### src/rtl/core/shs_pkg.sv
// Shared types, constants and SHA-256 tables for the stream hasher.
// No dependencies.
package shs_pkg;

  localparam int CONTEXTS    = 2;
  localparam int CTX_W       = (CONTEXTS > 1) ? $clog2(CONTEXTS) : 1;
  localparam int BLOCK_BYTES = 64;
  localparam int BLOCK_WORDS = BLOCK_BYTES / 4;
  localparam int LEN_POS     = BLOCK_BYTES - 8;
  localparam int BUF_WORDS   = CONTEXTS * BLOCK_WORDS;
  localparam int BUF_AW      = $clog2(BUF_WORDS);
  localparam int COUNT_W     = 61;
  localparam int ROUNDS      = 64;
  localparam logic [7:0] PAD_BYTE = 8'h80;

  typedef logic [31:0] word_t;

  typedef enum logic [2:0] {
    ST_IDLE, ST_DISPATCH, ST_LOAD, ST_ROUND, ST_ADD, ST_OUT
  } state_e;

  typedef enum logic [1:0] {
    PH_DATA, PH_PAD_A, PH_PAD_B
  } phase_e;

  typedef struct packed {
    logic       accept;
    logic       init_wv;
    logic       rd_en;
    logic [3:0] word;
    logic       ld_shift;
    logic       round_en;
    logic [5:0] round_idx;
    logic       cv_add;
    logic       out_load;
    logic       all_data;
    logic       mark;
    logic       len;
  } cmd_t;

  typedef struct packed {
    logic       blk_full;
    logic       msg_end;
    logic [5:0] fill;
    logic       out_busy;
  } sts_t;

  function automatic word_t iv_word(input logic [2:0] idx);
    word_t r;
    unique case (idx)
      3'd0: r = 32'h6a09e667;
      3'd1: r = 32'hbb67ae85;
      3'd2: r = 32'h3c6ef372;
      3'd3: r = 32'ha54ff53a;
      3'd4: r = 32'h510e527f;
      3'd5: r = 32'h9b05688c;
      3'd6: r = 32'h1f83d9ab;
      default: r = 32'h5be0cd19;
    endcase
    return r;
  endfunction

  function automatic word_t round_k(input logic [5:0] t);
    word_t r;
    unique case (t)
      6'd0:  r = 32'h428a2f98; 6'd1:  r = 32'h71374491; 6'd2:  r = 32'hb5c0fbcf;
      6'd3:  r = 32'he9b5dba5; 6'd4:  r = 32'h3956c25b; 6'd5:  r = 32'h59f111f1;
      6'd6:  r = 32'h923f82a4; 6'd7:  r = 32'hab1c5ed5; 6'd8:  r = 32'hd807aa98;
      6'd9:  r = 32'h12835b01; 6'd10: r = 32'h243185be; 6'd11: r = 32'h550c7dc3;
      6'd12: r = 32'h72be5d74; 6'd13: r = 32'h80deb1fe; 6'd14: r = 32'h9bdc06a7;
      6'd15: r = 32'hc19bf174; 6'd16: r = 32'he49b69c1; 6'd17: r = 32'hefbe4786;
      6'd18: r = 32'h0fc19dc6; 6'd19: r = 32'h240ca1cc; 6'd20: r = 32'h2de92c6f;
      6'd21: r = 32'h4a7484aa; 6'd22: r = 32'h5cb0a9dc; 6'd23: r = 32'h76f988da;
      6'd24: r = 32'h983e5152; 6'd25: r = 32'ha831c66d; 6'd26: r = 32'hb00327c8;
      6'd27: r = 32'hbf597fc7; 6'd28: r = 32'hc6e00bf3; 6'd29: r = 32'hd5a79147;
      6'd30: r = 32'h06ca6351; 6'd31: r = 32'h14292967; 6'd32: r = 32'h27b70a85;
      6'd33: r = 32'h2e1b2138; 6'd34: r = 32'h4d2c6dfc; 6'd35: r = 32'h53380d13;
      6'd36: r = 32'h650a7354; 6'd37: r = 32'h766a0abb; 6'd38: r = 32'h81c2c92e;
      6'd39: r = 32'h92722c85; 6'd40: r = 32'ha2bfe8a1; 6'd41: r = 32'ha81a664b;
      6'd42: r = 32'hc24b8b70; 6'd43: r = 32'hc76c51a3; 6'd44: r = 32'hd192e819;
      6'd45: r = 32'hd6990624; 6'd46: r = 32'hf40e3585; 6'd47: r = 32'h106aa070;
      6'd48: r = 32'h19a4c116; 6'd49: r = 32'h1e376c08; 6'd50: r = 32'h2748774c;
      6'd51: r = 32'h34b0bcb5; 6'd52: r = 32'h391c0cb3; 6'd53: r = 32'h4ed8aa4a;
      6'd54: r = 32'h5b9cca4f; 6'd55: r = 32'h682e6ff3; 6'd56: r = 32'h748f82ee;
      6'd57: r = 32'h78a5636f; 6'd58: r = 32'h84c87814; 6'd59: r = 32'h8cc70208;
      6'd60: r = 32'h90befffa; 6'd61: r = 32'ha4506ceb; 6'd62: r = 32'hbef9a3f7;
      default: r = 32'hc67178f2;
    endcase
    return r;
  endfunction

endpackage

### src/rtl/core/shs_if.sv
// Valid/ready channel interfaces for the SHA-256 stream hasher.
// Depends on shs_pkg for the context width.
interface shs_in_if import shs_pkg::*; ();
  logic             valid;
  logic             ready;
  logic [CTX_W-1:0] context_select;
  logic [7:0]       data_byte;
  logic             has_data;
  logic             message_end;

  modport source (output valid, context_select, data_byte, has_data, message_end,
                  input ready);
  modport sink   (input valid, context_select, data_byte, has_data, message_end,
                  output ready);
endinterface

interface shs_out_if import shs_pkg::*; ();
  logic             valid;
  logic             ready;
  logic [CTX_W-1:0] digest_context;
  logic [63:0]      digest_bits_255_192;
  logic [63:0]      digest_bits_191_128;
  logic [63:0]      digest_bits_127_64;
  logic [63:0]      digest_bits_63_0;

  modport source (output valid, digest_context, digest_bits_255_192, digest_bits_191_128,
                  digest_bits_127_64, digest_bits_63_0, input ready);
  modport sink   (input valid, digest_context, digest_bits_255_192, digest_bits_191_128,
                  digest_bits_127_64, digest_bits_63_0, output ready);
endinterface

### src/rtl/core/shs_ctrl.sv
// Sequencer for the stream hasher: item dispatch, block load, rounds, chaining add, padding, digest hand-off.
// Depends on shs_pkg.
module shs_ctrl import shs_pkg::*; (
  input  logic clk_i,
  input  logic rst_ni,
  input  logic in_valid_i,
  output logic in_ready_o,
  input  sts_t sts_i,
  output cmd_t cmd_o
);

  state_e     state_q, state_d;
  phase_e     phase_q, phase_d;
  logic [5:0] step_q, step_d;

  always_ff @(posedge clk_i or negedge rst_ni) begin
    if (!rst_ni) begin
      state_q <= ST_IDLE;
      phase_q <= PH_DATA;
      step_q  <= '0;
    end else begin
      state_q <= state_d;
      phase_q <= phase_d;
      step_q  <= step_d;
    end
  end

  always_comb begin
    state_d    = state_q;
    phase_d    = phase_q;
    step_d     = step_q;
    cmd_o      = '0;
    in_ready_o = 1'b0;

    // block content selection for the loader
    unique case (phase_q)
      PH_DATA: begin
        cmd_o.all_data = 1'b1;
      end
      PH_PAD_A: begin
        cmd_o.mark = 1'b1;
        cmd_o.len  = (sts_i.fill <= 6'(LEN_POS - 1));
      end
      default: begin
        cmd_o.len = 1'b1;
      end
    endcase

    unique case (state_q)
      ST_IDLE: begin
        in_ready_o   = 1'b1;
        cmd_o.accept = in_valid_i;
        if (in_valid_i) state_d = ST_DISPATCH;
      end
      ST_DISPATCH: begin
        step_d = '0;
        if (sts_i.blk_full) begin
          phase_d = PH_DATA;
          state_d = ST_LOAD;
        end else if (sts_i.msg_end) begin
          phase_d = PH_PAD_A;
          state_d = ST_LOAD;
        end else begin
          state_d = ST_IDLE;
        end
      end
      ST_LOAD: begin
        // read word n while shifting in word n-1
        cmd_o.rd_en    = (step_q < 6'(BLOCK_WORDS));
        cmd_o.word     = step_q[3:0];
        cmd_o.ld_shift = (step_q != '0);
        cmd_o.init_wv  = (step_q == '0);
        step_d         = step_q + 6'd1;
        if (step_q == 6'(BLOCK_WORDS)) begin
          step_d  = '0;
          state_d = ST_ROUND;
        end
      end
      ST_ROUND: begin
        cmd_o.round_en  = 1'b1;
        cmd_o.round_idx = step_q;
        step_d          = step_q + 6'd1;
        if (step_q == 6'(ROUNDS - 1)) state_d = ST_ADD;
      end
      ST_ADD: begin
        cmd_o.cv_add = 1'b1;
        step_d       = '0;
        unique case (phase_q)
          PH_DATA: begin
            if (sts_i.msg_end) begin
              phase_d = PH_PAD_A;
              state_d = ST_LOAD;
            end else begin
              state_d = ST_IDLE;
            end
          end
          PH_PAD_A: begin
            if (cmd_o.len) begin
              state_d = ST_OUT;
            end else begin
              phase_d = PH_PAD_B;
              state_d = ST_LOAD;
            end
          end
          default: begin
            state_d = ST_OUT;
          end
        endcase
      end
      ST_OUT: begin
        if (!sts_i.out_busy) begin
          cmd_o.out_load = 1'b1;
          state_d        = ST_IDLE;
        end
      end
      default: begin
        state_d = ST_IDLE;
      end
    endcase
  end

endmodule

### src/rtl/core/shs_datapath.sv
// Datapath: block buffer memory, per-context state, schedule window and rounds.
// Depends on shs_pkg.
module shs_datapath import shs_pkg::*; (
  input  logic             clk_i,
  input  logic             rst_ni,
  input  logic [CTX_W-1:0] in_ctx_i,
  input  logic [7:0]       in_byte_i,
  input  logic             in_has_i,
  input  logic             in_end_i,
  input  cmd_t             cmd_i,
  output sts_t             sts_o,
  input  logic             out_ready_i,
  output logic             out_valid_o,
  output logic [CTX_W-1:0] out_ctx_o,
  output logic [63:0]      out_d0_o,
  output logic [63:0]      out_d1_o,
  output logic [63:0]      out_d2_o,
  output logic [63:0]      out_d3_o
);

  word_t              buf_mem [BUF_WORDS];
  word_t              rdata_q;
  logic [3:0]         rdidx_q;

  word_t              cv_q    [CONTEXTS][8];
  logic [5:0]         fill_q  [CONTEXTS];
  logic [COUNT_W-1:0] count_q [CONTEXTS];

  logic [CTX_W-1:0]   ctx_q;
  logic               blk_full_q;
  logic               msg_end_q;

  word_t              win_q [BLOCK_WORDS];
  word_t              wv_q  [8];

  logic               out_valid_q;
  logic [CTX_W-1:0]   out_ctx_q;
  logic [63:0]        out_d_q [4];

  logic [5:0]         cur_fill;
  logic [63:0]        len_bits;
  word_t              ld_word;
  word_t              sched_new;
  word_t              t1, t2;

  function automatic word_t rotr(input word_t x, input int n);
    return (x >> n) | (x << (32 - n));
  endfunction

  assign cur_fill = fill_q[ctx_q];
  assign len_bits = {count_q[ctx_q], 3'b000};

  // byte substitution for padding blocks
  always_comb begin
    logic [5:0] p;
    ld_word = '0;
    for (int j = 0; j < 4; j++) begin
      p = {rdidx_q, 2'(j)};
      if (cmd_i.all_data || (cmd_i.mark && p < cur_fill)) begin
        ld_word[8*(3-j) +: 8] = rdata_q[8*(3-j) +: 8];
      end else if (cmd_i.mark && p == cur_fill) begin
        ld_word[8*(3-j) +: 8] = PAD_BYTE;
      end else if (cmd_i.len && p >= 6'(LEN_POS)) begin
        ld_word[8*(3-j) +: 8] = len_bits[8*(7-int'(p[2:0])) +: 8];
      end
    end
  end

  always_comb begin
    word_t x2, x15;
    x2        = win_q[14];
    x15       = win_q[1];
    sched_new = (rotr(x2, 17) ^ rotr(x2, 19) ^ (x2 >> 10)) + win_q[9] +
                (rotr(x15, 7) ^ rotr(x15, 18) ^ (x15 >> 3)) + win_q[0];
  end

  always_comb begin
    word_t a, e;
    a  = wv_q[0];
    e  = wv_q[4];
    t1 = wv_q[7] + (rotr(e, 6) ^ rotr(e, 11) ^ rotr(e, 25)) +
         ((e & wv_q[5]) ^ (~e & wv_q[6])) + round_k(cmd_i.round_idx) + win_q[0];
    t2 = (rotr(a, 2) ^ rotr(a, 13) ^ rotr(a, 22)) +
         ((a & wv_q[1]) ^ (a & wv_q[2]) ^ (wv_q[1] & wv_q[2]));
  end

  // block buffer: byte writes on accept, word reads while loading
  always_ff @(posedge clk_i) begin
    if (cmd_i.accept && in_has_i) begin
      buf_mem[{in_ctx_i, fill_q[in_ctx_i][5:2]}][8*(3-int'(fill_q[in_ctx_i][1:0])) +: 8]
        <= in_byte_i;
    end
    if (cmd_i.rd_en) begin
      rdata_q <= buf_mem[{ctx_q, cmd_i.word}];
    end
    // index of the word now held in rdata_q
    rdidx_q <= cmd_i.word;
  end

  always_ff @(posedge clk_i) begin
    if (cmd_i.accept) begin
      ctx_q      <= in_ctx_i;
      msg_end_q  <= in_end_i;
      blk_full_q <= in_has_i && (fill_q[in_ctx_i] == 6'(BLOCK_BYTES - 1));
    end
    if (cmd_i.ld_shift || cmd_i.round_en) begin
      for (int i = 0; i < BLOCK_WORDS - 1; i++) win_q[i] <= win_q[i+1];
      win_q[BLOCK_WORDS-1] <= cmd_i.ld_shift ? ld_word : sched_new;
    end
    if (cmd_i.init_wv) begin
      for (int i = 0; i < 8; i++) wv_q[i] <= cv_q[ctx_q][i];
    end else if (cmd_i.round_en) begin
      wv_q[7] <= wv_q[6];
      wv_q[6] <= wv_q[5];
      wv_q[5] <= wv_q[4];
      wv_q[4] <= wv_q[3] + t1;
      wv_q[3] <= wv_q[2];
      wv_q[2] <= wv_q[1];
      wv_q[1] <= wv_q[0];
      wv_q[0] <= t1 + t2;
    end
    if (cmd_i.out_load) begin
      out_ctx_q <= ctx_q;
      for (int i = 0; i < 4; i++) out_d_q[i] <= {cv_q[ctx_q][2*i], cv_q[ctx_q][2*i+1]};
    end
  end

  always_ff @(posedge clk_i or negedge rst_ni) begin
    if (!rst_ni) begin
      for (int c = 0; c < CONTEXTS; c++) begin
        for (int i = 0; i < 8; i++) cv_q[c][i] <= iv_word(3'(i));
        fill_q[c]  <= '0;
        count_q[c] <= '0;
      end
      out_valid_q <= 1'b0;
    end else begin
      if (cmd_i.accept && in_has_i) begin
        fill_q[in_ctx_i]  <= fill_q[in_ctx_i] + 6'd1;
        count_q[in_ctx_i] <= count_q[in_ctx_i] + COUNT_W'(1);
      end
      if (cmd_i.cv_add) begin
        for (int i = 0; i < 8; i++) cv_q[ctx_q][i] <= cv_q[ctx_q][i] + wv_q[i];
      end
      if (cmd_i.out_load) begin
        // context restarts once its digest is captured
        for (int i = 0; i < 8; i++) cv_q[ctx_q][i] <= iv_word(3'(i));
        fill_q[ctx_q]  <= '0;
        count_q[ctx_q] <= '0;
        out_valid_q    <= 1'b1;
      end else if (out_ready_i) begin
        out_valid_q <= 1'b0;
      end
    end
  end

  assign sts_o.blk_full = blk_full_q;
  assign sts_o.msg_end  = msg_end_q;
  assign sts_o.fill     = cur_fill;
  assign sts_o.out_busy = out_valid_q && !out_ready_i;

  assign out_valid_o = out_valid_q;
  assign out_ctx_o   = out_ctx_q;
  assign out_d0_o    = out_d_q[0];
  assign out_d1_o    = out_d_q[1];
  assign out_d2_o    = out_d_q[2];
  assign out_d3_o    = out_d_q[3];

endmodule

### src/rtl/core/sha256_stream_hasher.sv
// SHA-256 stream hasher, two contexts, one byte per beat.
// A plain byte beat passes through the idle and dispatch states; a beat that fills a block
// adds one compression (block load, rounds, chaining add), all on one round unit.
// A closing beat adds one or two compressions and a digest hand-off that can wait.
// Reset is asynchronous, active low: every context restarts from the initial hash.
module sha256_stream_hasher import shs_pkg::*; (
  input  logic    clk_i,
  input  logic    rst_ni,
  shs_in_if.sink    in_i,
  shs_out_if.source out_o
);

  cmd_t cmd;
  sts_t sts;

  shs_ctrl u_ctrl (
    .clk_i      (clk_i),
    .rst_ni     (rst_ni),
    .in_valid_i (in_i.valid),
    .in_ready_o (in_i.ready),
    .sts_i      (sts),
    .cmd_o      (cmd)
  );

  shs_datapath u_dp (
    .clk_i       (clk_i),
    .rst_ni      (rst_ni),
    .in_ctx_i    (in_i.context_select),
    .in_byte_i   (in_i.data_byte),
    .in_has_i    (in_i.has_data),
    .in_end_i    (in_i.message_end),
    .cmd_i       (cmd),
    .sts_o       (sts),
    .out_ready_i (out_o.ready),
    .out_valid_o (out_o.valid),
    .out_ctx_o   (out_o.digest_context),
    .out_d0_o    (out_o.digest_bits_255_192),
    .out_d1_o    (out_o.digest_bits_191_128),
    .out_d2_o    (out_o.digest_bits_127_64),
    .out_d3_o    (out_o.digest_bits_63_0)
  );

endmodule

### src/flat_wrapper.sv
// flat-port wrapper written by rule: the top's interface ports become plain ports
module sha256_stream_hasher_flat import shs_pkg::*;
  (clk_i, rst_ni, in_i_valid, in_i_context_select, in_i_data_byte, in_i_has_data, in_i_message_end, in_i_ready, out_o_valid, out_o_digest_context, out_o_digest_bits_255_192, out_o_digest_bits_191_128, out_o_digest_bits_127_64, out_o_digest_bits_63_0, out_o_ready);
  shs_in_if in_i_i ();
  shs_out_if out_o_i ();
  input  logic clk_i;
  input  logic rst_ni;
  input wire logic [$bits(in_i_i.valid)-1:0] in_i_valid;
  input wire logic [$bits(in_i_i.context_select)-1:0] in_i_context_select;
  input wire logic [$bits(in_i_i.data_byte)-1:0] in_i_data_byte;
  input wire logic [$bits(in_i_i.has_data)-1:0] in_i_has_data;
  input wire logic [$bits(in_i_i.message_end)-1:0] in_i_message_end;
  output wire logic [$bits(in_i_i.ready)-1:0] in_i_ready;
  output wire logic [$bits(out_o_i.valid)-1:0] out_o_valid;
  output wire logic [$bits(out_o_i.digest_context)-1:0] out_o_digest_context;
  output wire logic [$bits(out_o_i.digest_bits_255_192)-1:0] out_o_digest_bits_255_192;
  output wire logic [$bits(out_o_i.digest_bits_191_128)-1:0] out_o_digest_bits_191_128;
  output wire logic [$bits(out_o_i.digest_bits_127_64)-1:0] out_o_digest_bits_127_64;
  output wire logic [$bits(out_o_i.digest_bits_63_0)-1:0] out_o_digest_bits_63_0;
  input wire logic [$bits(out_o_i.ready)-1:0] out_o_ready;
  assign in_i_i.valid = in_i_valid;
  assign in_i_i.context_select = in_i_context_select;
  assign in_i_i.data_byte = in_i_data_byte;
  assign in_i_i.has_data = in_i_has_data;
  assign in_i_i.message_end = in_i_message_end;
  assign in_i_ready = in_i_i.ready;
  assign out_o_valid = out_o_i.valid;
  assign out_o_digest_context = out_o_i.digest_context;
  assign out_o_digest_bits_255_192 = out_o_i.digest_bits_255_192;
  assign out_o_digest_bits_191_128 = out_o_i.digest_bits_191_128;
  assign out_o_digest_bits_127_64 = out_o_i.digest_bits_127_64;
  assign out_o_digest_bits_63_0 = out_o_i.digest_bits_63_0;
  assign out_o_i.ready = out_o_ready;
  sha256_stream_hasher u_core (.clk_i(clk_i), .rst_ni(rst_ni), .in_i(in_i_i), .out_o(out_o_i));
endmodule
### config.mk
export PLATFORM = sky130hd
export DESIGN_NAME = sha256_stream_hasher_flat
export DESIGN_NICKNAME = d
export VERILOG_FILES = /design/src/rtl/core/shs_pkg.sv /design/src/rtl/core/shs_if.sv /design/src/rtl/core/shs_ctrl.sv /design/src/rtl/core/shs_datapath.sv /design/src/rtl/core/sha256_stream_hasher.sv /design/src/flat_wrapper.sv
export SDC_FILE = /design/constraint.sdc
export NUM_CORES = 2
export LEC_CHECK = 0
export BUFFER_PORTS_ARGS = -buffer_cell sky130_fd_sc_hd__buf_2
export CORE_ASPECT_RATIO = 1.2
export CORE_MARGIN = 8
export CORE_UTILIZATION = 36
export CTS_CLUSTER_SIZE = 30
export DETAILED_ROUTE_END_ITERATION = 16
export PLACE_DENSITY_LB_ADDON = 0.2
export SKIP_CTS_REPAIR_TIMING = 1
export SYNTH_ARGS = -nofsm -noshare
export SYNTH_HDL_FRONTEND = slang
export SYNTH_SLANG_ARGS = --single-unit
### constraint.sdc
create_clock -name clk_i -period 16.4 [get_ports clk_i]
set_clock_uncertainty 0.1 [all_clocks]
set_input_delay 0.82 -clock clk_i [delete_from_list [all_inputs] [get_ports clk_i]]
set_output_delay 0.82 -clock clk_i [all_outputs]
set_load 0.01 [all_outputs]
==> out/qor.yml <==
grt_pass1_vias: 91000
min_to: "u_core.u_dp.msg_end_q"
core_um2: 371000
area_delta_synth_final_pct: 12.3
drtPass1Iterations: 6
switching_power_mw: 2.96
async_flop_share: 0.240
syn_nets: 11700
pwr-share-comb: 0.004
crit_path_max_incr_delay_ps: 940
p_leak_nw: 54.8
hold_viol_final: 0
worst_skew_pair.late_latency_ps: 960
maxSlewViolCount: 0
yosysWarnings: 0
dr.first_iter.drc_count: 8534
maxCapViolations: 0
synth-edff-count: 2084
dieHeight_um: 685
r2r_cells: 44
rows: 245
instances_no_fill: 16300
worst_pin_slew_ps: 1310
rsz0062_at_grt: "false"
switching_share: 0.207
reg2reg_setup_slack_ps: 3640
yosysSeqAreaShare: 0.592
period_share: 0.778
status: "completed"
cts_tree: "built"
antenna_found_initial: 22
setup_viol: 0
num-fill-cells: 34600
pre_cts_ws_ps: 3740
grt_usage: 0.219
numPortBuffers: 273
synth_cells: 11100
slew_headroom: 0.130
die_w_um: 574
grt-ovfl-total: 0
io_pins: 274
vias_per_cell: 5.64
ys_types: 104
grt_max_degree: 194
rr_startpoint: "u_core.u_ctrl.state_q[0]"
dp.cells: 15800
gp_congestion: 0.916
cts_buffers: 296
htreeDepth: 5
fin_ws_ps: 3640
setup_tns_ps: 0
p_int_mw: 11.3
worstPathMaxFanout: 48
routed-via-count: 92100
ys.flop_type: "edfxtp_1"
required_ps: 16930
path_common_cell: "inv_1"
powerDensity_nw_per_um2: 94.7
whs_path_depth: 1
startpoint_type: "flip-flop"
power_frac_seq: 0.519
ir_drop_mv: 0.0976
pwr-share-clk: 0.477
hp-class: "input port to flip-flop"
worstSetupEndpointType: "flip-flop"
wire_per_inst_um: 27.4
worst_ep_arrival_time_ps: 13280
synth.avg_cell_area_um2: 12.1
grt_first_pass_wirelength_um: 648000
mostFrequentLayoutCells: "edfxtp_1, nand2_1, o21ai_0"
drc: 0
synth_seq_cells: 2746
clk_pin_slew_ps: 60
ant_nets: 0
detailed_place_hpwl_um: 307000
final_common_cell: "edfxtp_1"
die-area_um2: 393000
fmax_mhz: 78.4
fin_nets: 11800
syn_area_um2: 134000
whs_ps: 74.9
initial_core_util: 0.362
r2r-end: "u_core.u_dp.wv_q[0][31]"
slowest_stage: "ha_1"
totalWireLength_um: 449000
drive_above_1_share: 0.151
clk_path_buf_depth: 4
hp-start: "in_i_message_end"
min_period_ps: 12760
clockRootBuffer: "clkbuf_16"
clock-sinks: 2746
critPathKind: "flip-flop to flip-flop"
routing by layer:
metal	GRT usage	vias to the layer above	wire [um]
li1	-	41000	-
met1	0.284	47000	186000
met2	0.372	3293	216000
met3	0.0272	792	24200
met4	0.0938	4	22500
met5	0	-	21
cell type report:
cell class	count	area, um2	area share
sequential	2746	79500	0.527
multi-input combinational	7313	51200	0.340
clock buffer	377	8030	0.0532
tap	4940	6180	0.0410
timing repair buffer	448	2780	0.0184
clock inverter	163	1810	0.0120
inverter	352	1360	0.00902
antenna	4	10.0	0.0000663
worst max-delay path by stage:
stage | startpoint | endpoint | slack (ps) | depth (start not counted)
2_1_floorplan | u_core.u_ctrl.step_q[0] | u_core.u_dp.win_q[0][0] | 2310 | 8
3_3_place_gp | u_core.u_ctrl.state_q[0] | u_core.u_dp.wv_q[0][31] | 3800 | 44
3_5_place_dp | u_core.u_ctrl.state_q[0] | u_core.u_dp.wv_q[0][31] | 3740 | 44
4_1_cts | u_core.u_ctrl.state_q[0] | u_core.u_dp.wv_q[0][31] | 3700 | 44
5_1_grt | u_core.u_ctrl.state_q[0] | u_core.u_dp.wv_q[0][31] | 2930 | 46
6_report | u_core.u_ctrl.state_q[0] | u_core.u_dp.wv_q[0][31] | 3640 | 44
per-stage QoR:
stage	instance area (um2)	power (mW)	util
5_1_grt	151000	14.7	0.406
3_5_place_dp	141000	7.62	0.380
3_3_place_gp	141000	7.62	0.380
6_report	151000	14.3	0.406
2_1_floorplan	134000	7.57	-
4_1_cts	151000	14.4	0.406
power groups by stage:
stage | Sequential, mW | Combinational, mW | Clock (mW)
2_1_floorplan | 7.56 | 0.0117 | 0
3_3_place_gp | 7.56 | 0.0636 | 0
3_5_place_dp | 7.56 | 0.0657 | 0
4_1_cts | 7.41 | 0.0659 | 6.95
5_1_grt | 7.41 | 0.0703 | 7.20
6_report | 7.42 | 0.0637 | 6.81
synth_stat cells, types with 53 or more instances:
cell,count,area [um2]
and3_1,66,413
a311oi_1,79,692
o211ai_1,66,495
mux2_2,456,5130
o21ai_0,711,3560
o31ai_1,64,480
xor2_1,266,2330
fa_1,195,3900
inv_1,349,1310
a31oi_1,83,519
buf_1,63,236
nand3_1,552,2760
or3_1,71,444
o221ai_1,233,2040
clkbuf_1,571,2140
o21a_1,67,503
dfstp_2,272,7150
nand2b_1,82,513
edfxtp_1,2084,62600
nor3_1,70,350
a22o_1,79,692
nor2b_1,72,450
nor2_1,712,2670
xnor2_1,396,3470
ha_1,399,4990
dfrtp_1,386,9660
a21o_1,177,1330
a21oi_1,622,3110
mux2i_1,56,561
a211oi_1,53,398
o22a_1,88,771
nand2_1,1070,4020
and2_1,71,444
cells by family after synthesis:
logic type,synth area share
mux,0.0474
buf+inv,0.0281
compound gates,0.126
xor+xnor,0.0432
fa+ha+maj,0.0665
simple gates,0.0971
flops,0.592
worst max-delay path: cells and delay by family (launching register included):
family / cells / cell delay [ps]
AOI/OAI and AO/OA: 17 / 3640
xor gates and xnor gates: 3 / 530
adders and majority gates: 7 / 3450
buffers and inverters: 7 / 1630
DFF: 1 / 770
and+or+nand+nor: 10 / 2370
Note: power is estimated with default switching activity, not from simulation.
